--- config.mk ---
export PLATFORM = sky130hd
export DESIGN_NAME = iir_direct_form1_filter_core
export DESIGN_NICKNAME = d
export VERILOG_FILES = /design/src/sv/iirdf1_pkg.sv /design/src/sv/iir_direct_form1_filter_core.sv /design/src/sv/iirdf1_ram.sv
export VERILOG_INCLUDE_DIRS = /design/src /design/src/sv
export SDC_FILE = /design/constraint.sdc
export NUM_CORES = 2
export LEC_CHECK = 0
export BUFFER_PORTS_ARGS = -buffer_cell sky130_fd_sc_hd__buf_2
export CAP_MARGIN = 40
export CORE_MARGIN = 5
export CORE_UTILIZATION = 30
export DETAILED_ROUTE_END_ITERATION = 8
export GPL_TIMING_DRIVEN = 0
export PLACE_DENSITY = 0.48
export SYNTH_ARGS = -nofsm -noshare
export SYNTH_HDL_FRONTEND = slang
export SYNTH_SLANG_ARGS = --single-unit
--- constraint.sdc ---
create_clock -name clk_i -period 8.6 [get_ports clk_i]
set_input_delay 1.29 -clock clk_i [delete_from_list [all_inputs] [get_ports clk_i]]
set_output_delay 1.29 -clock clk_i [all_outputs]
set_load 0.02 [all_outputs]
--- src/sv/iir_direct_form1_filter_core_assert.svh ---
// Assertion macros for the IIR direct-form-I filter core.
// Used by the top level; no other dependencies.
`ifndef IIR_DIRECT_FORM1_FILTER_CORE_ASSERT_SVH
`define IIR_DIRECT_FORM1_FILTER_CORE_ASSERT_SVH

// Check a property at every rising clock edge outside reset.
`define IIRDF1_ASSERT(label, prop, msg) \
  label: assert property (@(posedge clk_i) disable iff (!rst_ni) (prop)) else $error(msg);

// Check that a condition never holds outside reset.
`define IIRDF1_ASSERT_NEVER(label, cond, msg) \
  label: assert property (@(posedge clk_i) disable iff (!rst_ni) !(cond)) else $error(msg);

`endif

--- src/sv/iirdf1_pkg.sv ---
// Shared types and constants of the IIR direct-form-I filter core.
// No dependencies; imported by the top level.
`timescale 1ns / 1ps

package iirdf1_pkg;

  localparam int unsigned DEFAULT_ORDER = 3;
  localparam int unsigned COEF_TAPS     = 3;   // taps that carry coefficients
  localparam int unsigned NUM_COEF      = 7;
  localparam int unsigned COEF_W        = 24;  // Q3.20
  localparam int unsigned SAMPLE_W      = 16;
  localparam int unsigned HIST_W        = 26;  // Q17.8
  localparam int unsigned PROD_W        = COEF_W + HIST_W;
  localparam int unsigned ACC_W         = 54;
  localparam int unsigned APB_AW        = 5;

  // Coefficient register indexes
  localparam logic [2:0] CIDX_B0     = 3'd0;
  localparam logic [2:0] CIDX_A_BASE = 3'd3;

  // Operation codes
  localparam logic OP_FILTER = 1'b0;
  localparam logic OP_CLEAR  = 1'b1;

  localparam logic signed [COEF_W-1:0] COEF_RESET [NUM_COEF] = '{
    24'sd3039, 24'sd9117, 24'sd9117, 24'sd3039,
    -24'sd2489419, 24'sd2023076, -24'sd557921
  };

  typedef enum logic [4:0] {
    S_IDLE  = 5'b00001,
    S_MAC   = 5'b00010,
    S_DRAIN = 5'b00100,
    S_ROUND = 5'b01000,
    S_WB    = 5'b10000
  } state_e;

endpackage

--- src/sv/iir_direct_form1_filter_core.sv ---
// IIR direct-form-I low-pass filter core (default third order, Q3.20 coefficients).
// Depends on iirdf1_pkg, iirdf1_ram and iir_direct_form1_filter_core_assert.svh.
//
// Each input beat either filters one signed 16-bit sample (tuser = 0) or clears
// the filter (tuser = 1). Every beat yields exactly one output beat holding the
// filtered sample rounded and saturated to 16 bits, a saturation flag and a
// history-filled flag. Sample and output history sit together in one RAM used
// as a circular delay line of ORDER entries; one shared 24x26 multiplier walks
// the taps b0*x, then b_k*x[n-k] and a_k*y[n-k] for k = 1..min(ORDER,3), one
// product a cycle, while the RAM read for the next tap is in flight. The core
// takes no new beat until the previous one is written back: a filter beat runs
// the multiply-accumulate loop, a clear beat goes straight to write-back.
// Input is accepted while a finished result still waits on the output
// register; the write-back stalls only if a second result is ready before
// the first is taken. Clearing drops per-entry valid bits, so an entry not
// written since reset or clear reads as zero; no RAM sweep is needed.
// Coefficients are written over the APB port at byte address 4*i; write them
// only while the core is idle, which the core itself does not enforce.
`timescale 1ns / 1ps

`include "iir_direct_form1_filter_core_assert.svh"

module iir_direct_form1_filter_core
  import iirdf1_pkg::*;
#(
  parameter int unsigned ORDER = DEFAULT_ORDER
) (
  input  logic              clk_i,
  input  logic              rst_ni,
  // input stream
  input  logic              s_axis_tvalid_i,
  output logic              s_axis_tready_o,
  input  logic [15:0]       s_axis_tdata_i,   // [15:0] sample
  input  logic              s_axis_tuser_i,   // [0] operation
  // output stream
  output logic              m_axis_tvalid_o,
  input  logic              m_axis_tready_i,
  output logic [23:0]       m_axis_tdata_o,   // [15:0] filtered, [16] saturated,
                                              // [17] history_filled, [23:18] zero
  // configuration
  input  logic              psel_i,
  input  logic              penable_i,
  input  logic              pwrite_i,
  input  logic [APB_AW-1:0] paddr_i,
  input  logic [31:0]       pwdata_i,
  output logic [31:0]       prdata_o,
  output logic              pready_o
);

  localparam int unsigned NTAP   = (ORDER < COEF_TAPS) ? ORDER : COEF_TAPS;
  localparam int unsigned PTR_W  = (ORDER > 1) ? $clog2(ORDER) : 1;
  localparam int unsigned FILL_W = $clog2(ORDER + 1);
  localparam int unsigned RAM_W  = HIST_W + SAMPLE_W;
  localparam logic [2:0]  LAST_STEP = 3'(2 * NTAP);
  localparam logic [4:0]  ORD5      = 5'(ORDER);
  localparam logic [FILL_W-1:0] FILL_MAX = FILL_W'(ORDER);
  localparam logic [FILL_W-1:0] FILL_ONE = FILL_W'(1);

  // ---------------------------------------------------------------------------
  // Configuration port
  // ---------------------------------------------------------------------------
  logic signed [COEF_W-1:0] coef_q [NUM_COEF];
  logic [2:0]               cfg_idx;
  logic                     cfg_wr;

  assign pready_o = 1'b1;
  assign cfg_idx  = paddr_i[4:2];
  assign cfg_wr   = psel_i & penable_i & pwrite_i;

  always_ff @(posedge clk_i or negedge rst_ni) begin
    if (!rst_ni) begin
      for (int i = 0; i < NUM_COEF; i++) coef_q[i] <= COEF_RESET[i];
    end else if (cfg_wr && (32'(cfg_idx) < NUM_COEF)) begin
      coef_q[cfg_idx] <= pwdata_i[COEF_W-1:0];
    end
  end

  always_comb begin
    prdata_o = '0;
    if (32'(cfg_idx) < NUM_COEF) begin
      prdata_o = {{(32-COEF_W){coef_q[cfg_idx][COEF_W-1]}}, coef_q[cfg_idx]};
    end
  end

  // ---------------------------------------------------------------------------
  // Control state
  // ---------------------------------------------------------------------------
  state_e              state_q, state_d;
  logic [2:0]          step_q, step_d;
  logic [PTR_W-1:0]    wptr_q, wptr_d;
  logic [ORDER-1:0]    vld_q, vld_d;
  logic [FILL_W-1:0]   fill_q, fill_d;
  logic                clr_q, clr_d;
  logic                pvld_q, pvld_d;
  logic                sub_q, sub_d;
  logic                rvld_q, rvld_d;
  logic                out_vld_q, out_vld_d;

  // payload registers
  logic signed [SAMPLE_W-1:0] x_q, x_d;
  logic signed [PROD_W-1:0]   prod_q, prod_d;
  logic signed [ACC_W-1:0]    acc_q, acc_d;
  logic signed [HIST_W-1:0]   y_q, y_d;
  logic [23:0]                out_q, out_d;

  logic               in_acc;
  logic               out_free;
  logic               out_load;
  logic               ram_we, ram_re;
  logic [PTR_W-1:0]   raddr;
  logic [RAM_W-1:0]   rdata;
  logic [1:0]         tap;
  logic [4:0]         addr_sum;
  logic [2:0]         cidx;
  logic signed [COEF_W-1:0] coef_sel;
  logic signed [HIST_W-1:0] opnd_sel;
  logic signed [SAMPLE_W-1:0] xh;
  logic signed [HIST_W-1:0]   yh;
  logic signed [ACC_W-1:0]    rnd;
  logic signed [ACC_W-21:0]   y_full;
  logic signed [HIST_W:0]     y_rnd;
  logic signed [HIST_W-8:0]   r_full;
  logic signed [SAMPLE_W-1:0] r_sat;
  logic                       r_ovf;
  logic                       filled_next;

  assign s_axis_tready_o = (state_q == S_IDLE);
  assign in_acc          = s_axis_tvalid_i & s_axis_tready_o;
  assign out_free        = !out_vld_q || m_axis_tready_i;
  assign m_axis_tvalid_o = out_vld_q;
  assign m_axis_tdata_o  = out_q;

  // Tap k reads slot (wptr - k) mod ORDER; wptr is the oldest entry.
  assign tap      = step_q[2:1] + 2'd1;
  assign addr_sum = 5'(wptr_q) + ORD5 - 5'(tap);
  assign raddr    = (addr_sum >= ORD5) ? PTR_W'(addr_sum - ORD5) : PTR_W'(addr_sum);
  assign ram_re   = (state_q == S_MAC) && !step_q[0] && (step_q != LAST_STEP);

  // History operands; an entry not written since clear reads as zero.
  assign xh = rvld_q ? signed'(rdata[SAMPLE_W-1:0]) : '0;
  assign yh = rvld_q ? signed'(rdata[RAM_W-1:SAMPLE_W]) : '0;

  // Coefficient and operand select for the current step.
  always_comb begin
    if (step_q == 3'd0) begin
      cidx     = CIDX_B0;
      opnd_sel = {{(HIST_W-SAMPLE_W-8){x_q[SAMPLE_W-1]}}, x_q, 8'd0};
    end else if (step_q[0]) begin
      cidx     = (step_q + 3'd1) >> 1;
      opnd_sel = {{(HIST_W-SAMPLE_W-8){xh[SAMPLE_W-1]}}, xh, 8'd0};
    end else begin
      cidx     = CIDX_A_BASE + (step_q >> 1);
      opnd_sel = yh;
    end
    coef_sel = coef_q[cidx];
  end

  // Round to Q.8 and saturate to the history width.
  assign rnd    = acc_q + ACC_W'(1 << 19);
  assign y_full = rnd[ACC_W-1:20];
  always_comb begin
    if (y_full > (ACC_W-20)'(signed'((1 << (HIST_W-1)) - 1))) begin
      y_d = {1'b0, {(HIST_W-1){1'b1}}};
    end else if (y_full < -(ACC_W-20)'(signed'(1 << (HIST_W-1)))) begin
      y_d = {1'b1, {(HIST_W-1){1'b0}}};
    end else begin
      y_d = y_full[HIST_W-1:0];
    end
  end

  // Round to an integer sample and saturate to 16 bits.
  assign y_rnd  = {y_q[HIST_W-1], y_q} + (HIST_W+1)'(128);
  assign r_full = y_rnd[HIST_W:8];
  always_comb begin
    r_ovf = 1'b1;
    if (r_full > (HIST_W-7)'(32767)) begin
      r_sat = 16'sh7fff;
    end else if (r_full < -(HIST_W-7)'(32768)) begin
      r_sat = -16'sh8000;
    end else begin
      r_sat = r_full[SAMPLE_W-1:0];
      r_ovf = 1'b0;
    end
  end

  assign prod_d = coef_sel * opnd_sel;
  assign sub_d  = (step_q != 3'd0) && !step_q[0];

  // ---------------------------------------------------------------------------
  // Sequencer
  // ---------------------------------------------------------------------------
  always_comb begin
    state_d   = state_q;
    step_d    = step_q;
    wptr_d    = wptr_q;
    vld_d     = vld_q;
    fill_d    = fill_q;
    clr_d     = clr_q;
    pvld_d    = 1'b0;
    rvld_d    = rvld_q;
    out_vld_d = out_vld_q;
    x_d       = x_q;
    acc_d     = acc_q;
    out_d     = out_q;
    out_load  = 1'b0;
    ram_we    = 1'b0;
    filled_next = 1'b0;

    if (out_vld_q && m_axis_tready_i) out_vld_d = 1'b0;
    if (ram_re) rvld_d = vld_q[raddr];
    // accumulate the product registered in the previous cycle
    if (pvld_q) acc_d = sub_q ? acc_q - ACC_W'(prod_q) : acc_q + ACC_W'(prod_q);

    unique case (state_q)
      S_IDLE: begin
        if (in_acc) begin
          x_d    = s_axis_tdata_i;
          clr_d  = (s_axis_tuser_i == OP_CLEAR);
          step_d = '0;
          acc_d  = '0;
          state_d = (s_axis_tuser_i == OP_CLEAR) ? S_WB : S_MAC;
        end
      end
      S_MAC: begin
        pvld_d = 1'b1;
        if (step_q == LAST_STEP) begin
          state_d = S_DRAIN;
        end else begin
          step_d = step_q + 3'd1;
        end
      end
      S_DRAIN: begin
        state_d = S_ROUND;
      end
      S_ROUND: begin
        state_d = S_WB;
      end
      S_WB: begin
        if (out_free) begin
          out_load  = 1'b1;
          out_vld_d = 1'b1;
          state_d   = S_IDLE;
          if (clr_q) begin
            vld_d  = '0;
            fill_d = FILL_ONE;
            filled_next = (FILL_ONE == FILL_MAX);
            out_d  = {6'd0, filled_next, 1'b0, 16'd0};
          end else begin
            ram_we = 1'b1;
            vld_d[wptr_q] = 1'b1;
            wptr_d = (32'(wptr_q) == ORDER - 1) ? '0 : wptr_q + PTR_W'(1);
            if (fill_q != FILL_MAX) fill_d = fill_q + FILL_W'(1);
            filled_next = (fill_d == FILL_MAX);
            out_d  = {6'd0, filled_next, r_ovf, r_sat};
          end
        end
      end
      default: state_d = S_IDLE;
    endcase
  end

  always_ff @(posedge clk_i or negedge rst_ni) begin
    if (!rst_ni) begin
      state_q   <= S_IDLE;
      step_q    <= '0;
      wptr_q    <= '0;
      vld_q     <= '0;
      fill_q    <= FILL_ONE;
      clr_q     <= 1'b0;
      pvld_q    <= 1'b0;
      sub_q     <= 1'b0;
      rvld_q    <= 1'b0;
      out_vld_q <= 1'b0;
    end else begin
      state_q   <= state_d;
      step_q    <= step_d;
      wptr_q    <= wptr_d;
      vld_q     <= vld_d;
      fill_q    <= fill_d;
      clr_q     <= clr_d;
      pvld_q    <= pvld_d;
      sub_q     <= sub_d;
      rvld_q    <= rvld_d;
      out_vld_q <= out_vld_d;
    end
  end

  always_ff @(posedge clk_i) begin
    x_q    <= x_d;
    prod_q <= prod_d;
    acc_q  <= acc_d;
    if (state_q == S_ROUND) y_q <= y_d;
    out_q  <= out_d;
  end

  // ---------------------------------------------------------------------------
  // History RAM: {y (Q17.8), x} per slot
  // ---------------------------------------------------------------------------
  iirdf1_ram #(
    .WIDTH (RAM_W),
    .DEPTH (ORDER)
  ) u_hist_ram (
    .clk_i   (clk_i),
    .we_i    (ram_we),
    .waddr_i (wptr_q),
    .wdata_i ({y_q, x_q}),
    .re_i    (ram_re),
    .raddr_i (raddr),
    .rdata_o (rdata)
  );

  // ---------------------------------------------------------------------------
  // Assertions
  // ---------------------------------------------------------------------------
  `IIRDF1_ASSERT_NEVER(a_no_rw_overlap, ram_we && ram_re,
    "history RAM read and write in the same cycle")
  `IIRDF1_ASSERT(a_out_no_overwrite, out_load |-> (!out_vld_q || m_axis_tready_i),
    "output register loaded while a result is pending")
  `IIRDF1_ASSERT(a_fill_bound, (fill_q >= FILL_ONE) && (fill_q <= FILL_MAX),
    "fill counter out of range")
  `IIRDF1_ASSERT(a_step_bound, (state_q == S_MAC) |-> (step_q <= LAST_STEP),
    "tap step beyond last tap")

endmodule

--- src/sv/iirdf1_ram.sv ---
// Generic single-port-write, single-port-read RAM with registered read data.
// No dependencies.
`timescale 1ns / 1ps

module iirdf1_ram #(
  parameter int unsigned WIDTH = 8,
  parameter int unsigned DEPTH = 4,
  localparam int unsigned AW = (DEPTH > 1) ? $clog2(DEPTH) : 1
) (
  input  logic             clk_i,
  input  logic             we_i,
  input  logic [AW-1:0]    waddr_i,
  input  logic [WIDTH-1:0] wdata_i,
  input  logic             re_i,
  input  logic [AW-1:0]    raddr_i,
  output logic [WIDTH-1:0] rdata_o
);

  logic [WIDTH-1:0] mem_q [DEPTH];
  logic [WIDTH-1:0] rdata_q;

  always_ff @(posedge clk_i) begin
    if (we_i) begin
      mem_q[waddr_i] <= wdata_i;
    end
    if (re_i) begin
      rdata_q <= mem_q[raddr_i];
    end
  end

  assign rdata_o = rdata_q;

endmodule

==> results.sh <==
export IMPL_synth_warnings=0
export IMPL_cp_end_kind="flop"
export IMPL_finalNetCount=6282
export IMPL_synth_area_top_cells="fa_1 27%, edfxtp_1 14%, dfrtp_1 5.5%"
export IMPL_port_buffers=101
export IMPL_gp_congestion=0.9252
export IMPL_drtIter0Drc=2871
export IMPL_synth_edf_count=228
export IMPL_relSlewSlack_pct=37.96
export IMPL_ys_top_cells_by_count="681 x inv_1, 653 x fa_1, 565 x nor2_1"
export IMPL_dp_hpwl_um=136000
export IMPL_max_freq_ghz=0.1097
export IMPL_seq_area_frac_synth_pct=28.11
export IMPL_overflow=0
export IMPL_drtPass1Iterations=5
export IMPL_ys_seq_elements=520
export IMPL_grtUsageTotal_pct=20.18
export IMPL_die_w_um=413.6
export IMPL_crit_type="flop to flop"
export IMPL_worst_ep_arrival_time_ns=9.67
export IMPL_report_final_slew_viol_count=0
export IMPL_via_count=37630
export IMPL_synthArstFlopShare_pct=36.15
export IMPL_period_share_pct=106.0
export IMPL_rrSetupSlack_ns=-0.52
export IMPL_hold_viol=0
export IMPL_tightestPinTransition_ns=0.9306
export IMPL_via_per_inst=4.953
export IMPL_synth_area_per_cell_um2=9.833
export IMPL_required_ns=9.15
export IMPL_holdCritPathClass="flop to flop"
export IMPL_dp_cells=7337
export IMPL_nFillCells=16380
export IMPL_ctsHoldBuffers=0
export IMPL_cts_num_sinks=520
export IMPL_antenna_found_initial=5
export IMPL_finClkSkew_ns=0.04872
export IMPL_status="finished, violations left"
export IMPL_place_area_um2=53350
export IMPL_maxCapViolCount=0
export IMPL_fin_crit_ns=9.116
export IMPL_setup_ws_ns=-0.5161
export IMPL_final_area_um2=58650
export IMPL_htree_levels=3
export IMPL_path_common_cell="fa_1"
export IMPL_die_y_um=413.6
export IMPL_synthMostInstantiatedCell="inv_1"
export IMPL_ioPinCount=120
export IMPL_antenna_left=0
export IMPL_area_growth_pct=20.03
export IMPL_clock_root_buffer="clkbuf_16"
export IMPL_ys_types=97
export IMPL_synthesis_area_um2=48860
export IMPL_startpoint_type="flop"
export IMPL_fin_util_pct=36.11
export IMPL_cts_made_buffers=66
export IMPL_setup_viol=24
export IMPL_dieArea_um2=171000
export IMPL_drive_above_1_share_pct=21.00
export IMPL_rsz0062_at_grt="yes"
export IMPL_drc=0
export IMPL_cts_tree="yes"
export IMPL_grt_pass1_wl_um=257300
export IMPL_core_area_um2=162400
export IMPL_violations="negative setup slack"
export IMPL_ctsLongestPathBuffers=3
export IMPL_synth_top_cell_area_share_pct=26.75
export IMPL_critPathMaxFanout=10
export IMPL_ys_flop_type="edfxtp_1"
export IMPL_post_drt_wl_per_cell_um=22.65
export IMPL_grt_max_degree=117
export IMPL_path_clk_slew_ns=0.06
export IMPL_insertion_delay_ns=0.67
export IMPL_yosysTopAreaCell="fa_1"
export IMPL_grt_pass1_vias=38470
export IMPL_synthCells=4969
export IMPL_critPathSlowestCell="fa_1"
export IMPL_max_stage_delay_ns=0.56
export IMPL_std_cell_rows=148
export IMPL_start_util_pct=30.09
export IMPL_routed_wl_um=172000
export IMPL_fin_cells=7597
## per-stage QoR
stage / hold WS (ns) / setup WS [ns] / TNS, ns
6_report: 0.4910 / -0.5161 / -6.855
5_1_grt: 0.5096 / -0.7450 / -11.42
4_1_cts: 0.4928 / -0.4961 / -5.377
3_5_place_dp: 0.4799 / -3.072 / -75.52
3_3_place_gp: 0.4737 / -4.479 / -138.00
2_1_floorplan: 0.4401 / 0.007778 / 0
## final timing paths
check / from / endpoint / cells past startpoint
worst max register to register: step_q[0]$_DFFE_PN0P_ / prod_q[45]$_DFF_P_ / 39
worst min-delay path: acc_q[4]$_DFF_P_ / acc_q[4]$_DFF_P_ / 2
min in group asynchronous: rst_ni / coef_q[121]$_DFFE_PN0P_ / 1
worst min register to register: acc_q[4]$_DFF_P_ / acc_q[4]$_DFF_P_ / 2
max in group asynchronous: rst_ni / coef_q[162]$_DFFE_PN0P_ / 2
worst max-delay path: step_q[0]$_DFFE_PN0P_ / prod_q[45]$_DFF_P_ / 39
## worst max-delay path, delay by kind of cell (launching register included)
| kind | cells | cell delay, ns |
|---|---|---|
| flops | 1 | 0.40 |
| buf+inv | 15 | 1.86 |
| xor+xnor | 1 | 0.13 |
| simple gates | 6 | 1.02 |
| compound gates | 8 | 1.62 |
| fa+ha+maj | 9 | 3.90 |
## state kept, by name (all words and copies together) (netlist names)
register,count
pvld_q,1
state_q,5
x_q,16
y_q,26
fill_q,2
step_q,3
m_axis_tdata_o,18
prod_q,50
rvld_q,1
m_axis_tvalid_o,1
u_hist_ram.mem_q,126
clr_q,1
u_hist_ram.rdata_o,42
wptr_q,2
coef_q,168
vld_q,3
sub_q,1
acc_q,54
## cell usage in the layout, fill, tap and decap left out, drive strengths merged, types with 10 or more instances in the layout
cell,instances
inv,688
dfstp,81
a21oi,243
and3,29
nand4,23
nor4,10
xnor2,125
dfrtp,107
a211oi,15
a21o,57
nor3b,11
edfxtp,228
o21ai,168
fa,653
or3,13
o211ai,15
nor2,567
mux2i,126
clkinv,10
xor2,63
o21a,34
mux2,188
o21bai,11
o31ai,10
nor3,40
dfxtp,104
ha,201
buf,407
a31oi,29
nand2b,39
nor2b,27
a22oi,20
clkbuf,257
a221oi,14
or2,15
and2,38
nand2,561
nand3,85
## routing by layer
layer	vias to the layer above	GRT usage, %	routed length, um
li1	16920	-	-
met3	265	2.797	9602
met4	2	6.078	6275
met5	-	0	13
met2	1152	32.59	79320
met1	19300	28.20	76840
## final cells by class
type	count	area, um2	area share [%]
tap	2175	2721	4.640
buffer	227	1836	3.130
sequential	520	13740	23.42
antenna	4	10.01	0.01707
multi-input combinational	3529	32730	55.81
timing repair buffer	341	2813	4.796
inverter	682	2576	4.393
clock inverter	23	305.3	0.5206
clock buffer	96	1917	3.268
## kinds of logic after synthesis
family,after synthesis,synth area share [%]
adders and majority gates,854,31.90
other,2,0.01537
DFF,520,28.11
muxes,320,7.216
and+or+nand+nor,1485,13.33
xor gates and xnor gates,188,3.370
AOI/OAI and AO/OA,675,8.719
buffers and inverters,925,7.337
## timing repair
item / CTS / global route
buffers inserted: 113 / 40
pin swaps: 106 / 122
resized for setup: 389 / 121
endpoints found under the setup margin: 39 / 31
hold endpoints to repair: 0 / 0
cloned: 1 / 2
Power is left out: the tool's default activity adds up to more than one toggle a clock period on the data nets, which glitch-free logic cannot reach.
